==> src/rtl/sha1bc_pkg.sv <==
// Shared types, constants and round functions of the SHA-1 compression unit.
package sha1bc_pkg;

	localparam int BLOCK_WORDS  = 16;
	localparam int ROUNDS       = 80;
	localparam int DIGEST_WORDS = 5;
	localparam int POS_W        = $clog2(BLOCK_WORDS);
	localparam int RND_W        = $clog2(ROUNDS);
	localparam int IDX_W        = $clog2(DIGEST_WORDS);

	typedef logic [31:0] word_t;

	localparam word_t IV [DIGEST_WORDS] = '{
		32'h67452301, 32'hefcdab89, 32'h98badcfe, 32'h10325476, 32'hc3d2e1f0
	};

	localparam word_t K0 = 32'h5a827999;
	localparam word_t K1 = 32'h6ed9eba1;
	localparam word_t K2 = 32'h8f1bbcdc;
	localparam word_t K3 = 32'hca62c1d6;

	typedef struct packed {
		logic [31:0] msg_word;
		logic        new_message;
		logic        final_block;
	} in_item_t;

	typedef struct packed {
		logic [31:0] digest_word;
		logic        digest_last;
	} out_item_t;

	// Control from the sequencer to the schedule buffer.
	typedef struct packed {
		logic  load;
		logic  step;
		word_t word;
	} sched_ctl_t;

	typedef enum logic [3:0] {
		ST_IDLE  = 4'b0001,
		ST_ROUND = 4'b0010,
		ST_ADD   = 4'b0100,
		ST_OUT   = 4'b1000
	} state_t;

	function automatic word_t round_k(input logic [RND_W-1:0] r);
		word_t k;
		if (r < RND_W'(20))
			k = K0;
		else if (r < RND_W'(40))
			k = K1;
		else if (r < RND_W'(60))
			k = K2;
		else
			k = K3;
		return k;
	endfunction

	function automatic word_t round_f(input logic [RND_W-1:0] r,
			input word_t b, input word_t c, input word_t d);
		word_t f;
		if (r < RND_W'(20))
			f = (b & c) | (~b & d);
		else if (r < RND_W'(40))
			f = b ^ c ^ d;
		else if (r < RND_W'(60))
			f = (b & c) | (b & d) | (c & d);
		else
			f = b ^ c ^ d;
		return f;
	endfunction

endpackage

==> src/rtl/sha1bc_sched.sv <==
// Sixteen-word message schedule window: loads block words and expands W[t] in place.
module sha1bc_sched (
	input  logic                   clk,
	input  sha1bc_pkg::sched_ctl_t ctl,
	output sha1bc_pkg::word_t      w_cur
);

	sha1bc_pkg::word_t w_q [sha1bc_pkg::BLOCK_WORDS];
	sha1bc_pkg::word_t mix;
	sha1bc_pkg::word_t w_next;

	// W[t+16] from the current window, W[t] sitting in slot 0
	assign mix    = w_q[13] ^ w_q[8] ^ w_q[2] ^ w_q[0];
	assign w_next = {mix[30:0], mix[31]};
	assign w_cur  = w_q[0];

	always_ff @(posedge clk) begin
		if (ctl.load || ctl.step) begin
			for (int i = 0; i < sha1bc_pkg::BLOCK_WORDS - 1; i++)
				w_q[i] <= w_q[i + 1];
			w_q[sha1bc_pkg::BLOCK_WORDS - 1] <= ctl.load ? ctl.word : w_next;
		end
	end

endmodule

==> src/rtl/sha1_block_compression_unit.sv <==
// Top level of the SHA-1 compression unit: word intake, round sequencer, digest output.
//
//   channel | direction | payload                                | handshake
//   in      | input     | msg_word, new_message, final_block     | in_valid / in_ready
//   out     | output    | digest_word, digest_last               | out_valid / out_ready
//
// Words are taken on the in handshake; the 16th word of a block starts 80 rounds on the
// single shared round adder, then ST_ADD adds the working words into the chaining words;
// after a final block five digest words are output. in_ready is low from the 16th word
// until the block is done and its digest, if any, has been taken. out_valid holds each
// digest word until out_ready. Reset loads the initial chaining value.
module sha1_block_compression_unit (
	input  logic                  clk,
	input  logic                  arst_n,
	input  logic                  in_valid,
	output logic                  in_ready,
	input  sha1bc_pkg::in_item_t  in_data,
	output logic                  out_valid,
	input  logic                  out_ready,
	output sha1bc_pkg::out_item_t out_data
);

	sha1bc_pkg::state_t                  state_q;
	logic [sha1bc_pkg::POS_W-1:0]        word_pos_q;
	logic [sha1bc_pkg::RND_W-1:0]        rnd_q;
	logic [sha1bc_pkg::IDX_W-1:0]        out_idx_q;
	logic                                final_q;
	sha1bc_pkg::word_t                   h_q [sha1bc_pkg::DIGEST_WORDS];
	sha1bc_pkg::word_t                   a_q, b_q, c_q, d_q, e_q;

	logic                                in_acc;
	logic [sha1bc_pkg::POS_W-1:0]        pos_eff;
	logic                                last_word;
	sha1bc_pkg::word_t                   w_cur;
	sha1bc_pkg::word_t                   t_sum;
	sha1bc_pkg::sched_ctl_t              sched_ctl;

	assign in_ready  = (state_q == sha1bc_pkg::ST_IDLE);
	assign out_valid = (state_q == sha1bc_pkg::ST_OUT);
	assign in_acc    = in_valid && in_ready;
	assign pos_eff   = in_data.new_message ? '0 : word_pos_q;
	assign last_word = (pos_eff == sha1bc_pkg::POS_W'(sha1bc_pkg::BLOCK_WORDS - 1));

	assign sched_ctl.load = in_acc;
	assign sched_ctl.step = (state_q == sha1bc_pkg::ST_ROUND);
	assign sched_ctl.word = in_data.msg_word;

	sha1bc_sched u_sched (
		.clk   (clk),
		.ctl   (sched_ctl),
		.w_cur (w_cur)
	);

	// Shared round unit
	assign t_sum = {a_q[26:0], a_q[31:27]}
		+ sha1bc_pkg::round_f(rnd_q, b_q, c_q, d_q)
		+ e_q + w_cur + sha1bc_pkg::round_k(rnd_q);

	assign out_data.digest_word = h_q[out_idx_q];
	assign out_data.digest_last = (out_idx_q == sha1bc_pkg::IDX_W'(sha1bc_pkg::DIGEST_WORDS - 1));

	always_ff @(posedge clk or negedge arst_n) begin
		if (!arst_n) begin
			state_q    <= sha1bc_pkg::ST_IDLE;
			word_pos_q <= '0;
			rnd_q      <= '0;
			out_idx_q  <= '0;
			final_q    <= 1'b0;
			for (int i = 0; i < sha1bc_pkg::DIGEST_WORDS; i++)
				h_q[i] <= sha1bc_pkg::IV[i];
		end else begin
			case (state_q)
				sha1bc_pkg::ST_IDLE: begin
					if (in_acc) begin
						// reload chaining value and restart the block
						if (in_data.new_message) begin
							for (int i = 0; i < sha1bc_pkg::DIGEST_WORDS; i++)
								h_q[i] <= sha1bc_pkg::IV[i];
						end
						if (last_word) begin
							word_pos_q <= '0;
							rnd_q      <= '0;
							final_q    <= in_data.final_block;
							state_q    <= sha1bc_pkg::ST_ROUND;
						end else begin
							word_pos_q <= pos_eff + 1'b1;
						end
					end
				end
				sha1bc_pkg::ST_ROUND: begin
					rnd_q <= rnd_q + 1'b1;
					if (rnd_q == sha1bc_pkg::RND_W'(sha1bc_pkg::ROUNDS - 1))
						state_q <= sha1bc_pkg::ST_ADD;
				end
				sha1bc_pkg::ST_ADD: begin
					h_q[0] <= h_q[0] + a_q;
					h_q[1] <= h_q[1] + b_q;
					h_q[2] <= h_q[2] + c_q;
					h_q[3] <= h_q[3] + d_q;
					h_q[4] <= h_q[4] + e_q;
					out_idx_q <= '0;
					state_q   <= final_q ? sha1bc_pkg::ST_OUT : sha1bc_pkg::ST_IDLE;
				end
				sha1bc_pkg::ST_OUT: begin
					if (out_ready) begin
						if (out_data.digest_last)
							state_q <= sha1bc_pkg::ST_IDLE;
						else
							out_idx_q <= out_idx_q + 1'b1;
					end
				end
				default: state_q <= sha1bc_pkg::ST_IDLE;
			endcase
		end
	end

	// Working variables
	always_ff @(posedge clk) begin
		if (in_acc && last_word) begin
			a_q <= h_q[0];
			b_q <= h_q[1];
			c_q <= h_q[2];
			d_q <= h_q[3];
			e_q <= h_q[4];
		end else if (state_q == sha1bc_pkg::ST_ROUND) begin
			a_q <= t_sum;
			b_q <= a_q;
			c_q <= {b_q[1:0], b_q[31:2]};
			d_q <= c_q;
			e_q <= d_q;
		end
	end

	a_no_overlap: assert property (@(posedge clk) disable iff (!arst_n)
		!(in_ready && out_valid))
		else $error("input and output sides active together");

	a_block_start: assert property (@(posedge clk) disable iff (!arst_n)
		(in_acc && word_pos_q == sha1bc_pkg::POS_W'(sha1bc_pkg::BLOCK_WORDS - 1)
			&& !in_data.new_message) |=> !in_ready)
		else $error("16th word did not start compression");

	a_round_range: assert property (@(posedge clk) disable iff (!arst_n)
		(state_q == sha1bc_pkg::ST_ROUND) |-> (rnd_q < sha1bc_pkg::RND_W'(sha1bc_pkg::ROUNDS)))
		else $error("round counter out of range");

	a_final_emits: assert property (@(posedge clk) disable iff (!arst_n)
		(state_q == sha1bc_pkg::ST_ADD && final_q) |=> (out_valid && out_idx_q == '0))
		else $error("final block did not start digest output");

endmodule
==> config.mk <==
export PLATFORM = sky130hd
export DESIGN_NAME = sha1_block_compression_unit
export DESIGN_NICKNAME = d
export VERILOG_FILES = /design/src/rtl/sha1bc_pkg.sv /design/src/rtl/sha1bc_sched.sv /design/src/rtl/sha1_block_compression_unit.sv
export SDC_FILE = /design/constraint.sdc
export NUM_CORES = 2
export LEC_CHECK = 0
export ABC_AREA = 0
export BUFFER_PORTS_ARGS = -buffer_cell sky130_fd_sc_hd__buf_2
export CAP_MARGIN = 10
export CORE_MARGIN = 2
export CORE_UTILIZATION = 31
export DETAILED_ROUTE_END_ITERATION = 10
export GPL_ROUTABILITY_DRIVEN = 0
export SLEW_MARGIN = 40
export SYNTH_ARGS = -nofsm -noshare
export SYNTH_HDL_FRONTEND = slang
export SYNTH_SLANG_ARGS = --single-unit
==> constraint.sdc <==
create_clock -name clk -period 39 [get_ports clk]
set_input_delay 7.8 -clock clk [delete_from_list [all_inputs] [get_ports clk]]
set_output_delay 7.8 -clock clk [all_outputs]
set_load 0.03 [all_outputs]
==> impl_metrics.py <==
metrics = {
    "sta": {
        "fmax_mhz": 92.7,
        "slew_headroom_pct": 40.2,
        "final.setup.tns_ps": 0,
        "slew_viol_final": 0,
        "clock_skew_ps": 49.0,
        "rsz0062_at_grt": "false",
        "tightest_slew_ps": 875,
        "period_share_pct": 27.7,
        "finalHoldViolCount": 0,
        "finalSetupViolations": 0,
        "min_period_ps": 10790,
        "whs_ps": 400,
        "finalWorstSetupSlack_ps": 28210,
    },
    "yosys": {
        "yosys_warnings": 0,
        "yosysTopAreaCell": "edfxtp_1",
        "ys_top_cells_by_count": "edfxtp_1 (672), nand2_1 (594), inv_1 (290)",
        "synth_nets": 4049,
        "synthCells": 3689,
        "synth.top_cells.by_area": "edfxtp_1 (46%), fa_1 (5.7%), ha_1 (5.6%)",
        "synth_area_sq_um": 43900,
        "synth_ff_type": "edfxtp_1",
        "synth_edf_count": 672,
        "postSynthAreaPerCell_sq_um": 11.9,
        "ys_seq_area_share_pct": 56.5,
        "synth-seq-cells": 851,
        "synth_top_area_share_pct": 46.0,
        "ys_types": 74,
        "synth.most_common_cell": "edfxtp_1",
        "async_flop_share_pct": 21.0,
    },
    "floorplan": {
        "die_area_sq_um": 145000,
        "ios": 73,
        "die_w_um": 380,
        "start_util_pct": 31.1,
        "rows": 138,
        "die_h_um": 380,
        "core-area_sq_um": 141000,
    },
    "clock_network": {
        "postCtsSetupRepairBufs": 0,
        "post_cts_resized": 0,
        "cts.sinks": 851,
        "cts_buffer_depth": 3,
        "cts_buffers": 92,
        "h-tree-depth": 3,
        "insertion_delay_ps": 690,
        "clkSlewWorstSetupHoldPaths_ps": 60,
        "tritoncts": "yes",
        "ctsHoldBuffers": 0,
        "cts_root_buffer": "clkbuf_16",
    },
    "route": {
        "drtAntennaViolNets": 0,
        "routedWlPerCell_um": 19.7,
        "drt-total-wl_mm": 113,
        "first_iter_violations": 2733,
        "vias": 28558,
        "drc": 0,
        "dr.pass1.iters": 8,
        "avgViaCountPerCell": 4.97,
    },
    "worst_setup_path": {
        "cp.buffers_inverters": 2,
        "cpPeakStageDelay_ps": 800,
        "path_cells": "and3_1 > buf_4 > nand2_1 > o21ai_1 > buf_2",
        "crit_path_max_fanout": 36,
        "critPathCapture": "out_data[31]",
        "r2r-end": "a_q[31]",
        "r2r_start": "rnd_q[2]",
        "critPathTopFamily": "flip-flops",
        "crit_start": "out_idx_q[2]",
        "crit_required_ps": 31200,
        "cpMaxStageDelayCell": "dfrtp_4",
        "path_class": "reg -> out",
        "cp.depth": 5,
        "cp-end-kind": "output pin",
        "critical_path_arrival_ps": 2990,
        "r2r_setup_slack_ps": 30630,
        "start_kind": "register",
        "rr_worst_depth": 22,
    },
    "cells_and_area": {
        "drive_above_1_share_pct": 10.2,
        "area_delta_synth_final_pct": 13.3,
        "post_layout_nonfiller_instances": 5746,
        "diodes": 0,
        "fill_cells": 13807,
        "fin_nets": 4138,
    },
    "job": {
        "cap_violations": 0,
    },
    "global_route": {
        "grt_usage_pct": 15.3,
        "antenna_found_initial": 2,
        "grt-ovfl-total": 0,
        "grt_start_max_net_pins": 116,
        "grt_pass1_wl_mm": 171,
        "grt_pass1_vias": 27667,
    },
    "pwr": {
        "power_leakage_nw": 20.0,
        "ir_drop_mv": 0.0328,
        "power.density_nw_per_um2": 37.4,
    },
    "min_path": {
        "hp-class": "reg -> reg",
    },
    "outcome": {
        "outcome": "complete, no violations",
    },
    "placed_design": {
        "dp_cells": 5574,
        "port_buffers": 72,
        "dp_slack_ps": 27730,
        "dp_hpwl_mm": 78.6,
    },
}
-- area by class of cell --
cell class,count,area (sq um),share of cell area [%]
clock buffer,132,2520,5.08
clock inverter,40,534,1.08
inverter,292,1100,2.21
multi-input combinational,2434,17700,35.5
sequential,851,24800,49.9
tap,1890,2360,4.76
timing repair buffer,107,732,1.47
-- cells by family after synthesis --
kind of cell / Yosys count / synth area share (%)
and+or+nand+nor: 968 / 9.35
adders and majority gates: 322 / 11.3
muxes: 65 / 2.40
buffers and inverters: 404 / 3.46
AOI/OAI and AO/OA: 821 / 11.9
xor gates and xnor gates: 258 / 5.15
DFF: 851 / 56.5
-- layout by cell type (no fill, tap or decap), types with 22 or more instances in the layout --
| master | instances |
|---|---|
| a21o_1 | 84 |
| a21oi_1 | 217 |
| buf_2 | 71 |
| clkbuf_1 | 34 |
| clkbuf_16 | 93 |
| dfrtp_1 | 96 |
| dfstp_2 | 81 |
| edfxtp_1 | 672 |
| fa_1 | 125 |
| ha_1 | 197 |
| inv_1 | 290 |
| mux2i_1 | 31 |
| mux4_2 | 32 |
| nand2_1 | 591 |
| nand2b_1 | 22 |
| nand3_1 | 40 |
| nor2_1 | 168 |
| nor3_1 | 30 |
| o21a_1 | 22 |
| o21ai_0 | 256 |
| o21bai_1 | 28 |
| or3_1 | 22 |
| xnor2_1 | 175 |
| xor2_1 | 83 |
-- power by group --
| group | total [mW] | switching, mW | internal (mW) |
|---|---|---|---|
| clock | 0.881 | 0.372 | 0.509 |
| sequential | 0.968 | 0 | 0.968 |
| combinational | 0.00747 | 0.00579 | 0.00167 |
-- worst min path at each step --
stage | startpoint | to | slack (ps) | cells past startpoint
after detailed placement | u_sched.w_q[1][14] | u_sched.w_q[0][14] | 400 | 0
after global placement | u_sched.w_q[7][5] | u_sched.w_q[6][5] | 400 | 0
after floorplan | u_sched.w_q[1][0] | u_sched.w_q[0][0] | 400 | 0
after CTS | u_sched.w_q[1][12] | u_sched.w_q[0][12] | 410 | 0
after global routing | u_sched.w_q[1][12] | u_sched.w_q[0][12] | 410 | 0
final | u_sched.w_q[1][12] | u_sched.w_q[0][12] | 400 | 0
-- worst register-to-register path, stage by stage, from the launching register on --
cell	delay (ps)
dfrtp_1	460
a41oi_1	580
nand2_1	100
buf_4	270
nand2_1	110
buf_4	410
clkinv_1	480
buf_4	370
a221oi_1	330
fa_1	530
fa_1	470
fa_1	490
inv_1	40
ha_1	350
nand3_1	200
nor3_1	450
or3b_2	480
a211oi_1	700
o21ai_0	340
a21oi_1	350
nor4_1	100
or4_1	510
nand3_1	80
-- state kept, by name, summed over array words and instances (netlist names), 3 cells and up --
register,flops
b_q,32
c_q,32
u_sched.w_q,512
state_q,4
h_q,160
d_q,32
rnd_q,7
e_q,32
out_idx_q,3
word_pos_q,4
a_q,32
-- metal layers --
metal	GRT usage, %	vias up	routed length [um]
li1	-	13331	-
met1	22.2	14167	52300
met2	23.5	858	50300
met3	2.20	200	6880
met4	5.20	2	3540
met5	0	-	11
-- per-stage QoR --
stage	total power, mW	instance area (sq um)	utilization, %
after floorplan	0.987	43900	-
after global placement	0.995	46500	33.0
after detailed placement	0.995	46600	33.0
after CTS	1.88	49700	35.2
after global routing	1.91	49700	35.2
final	1.86	49700	35.2
Note: power is estimated with default switching activity, not from simulation.
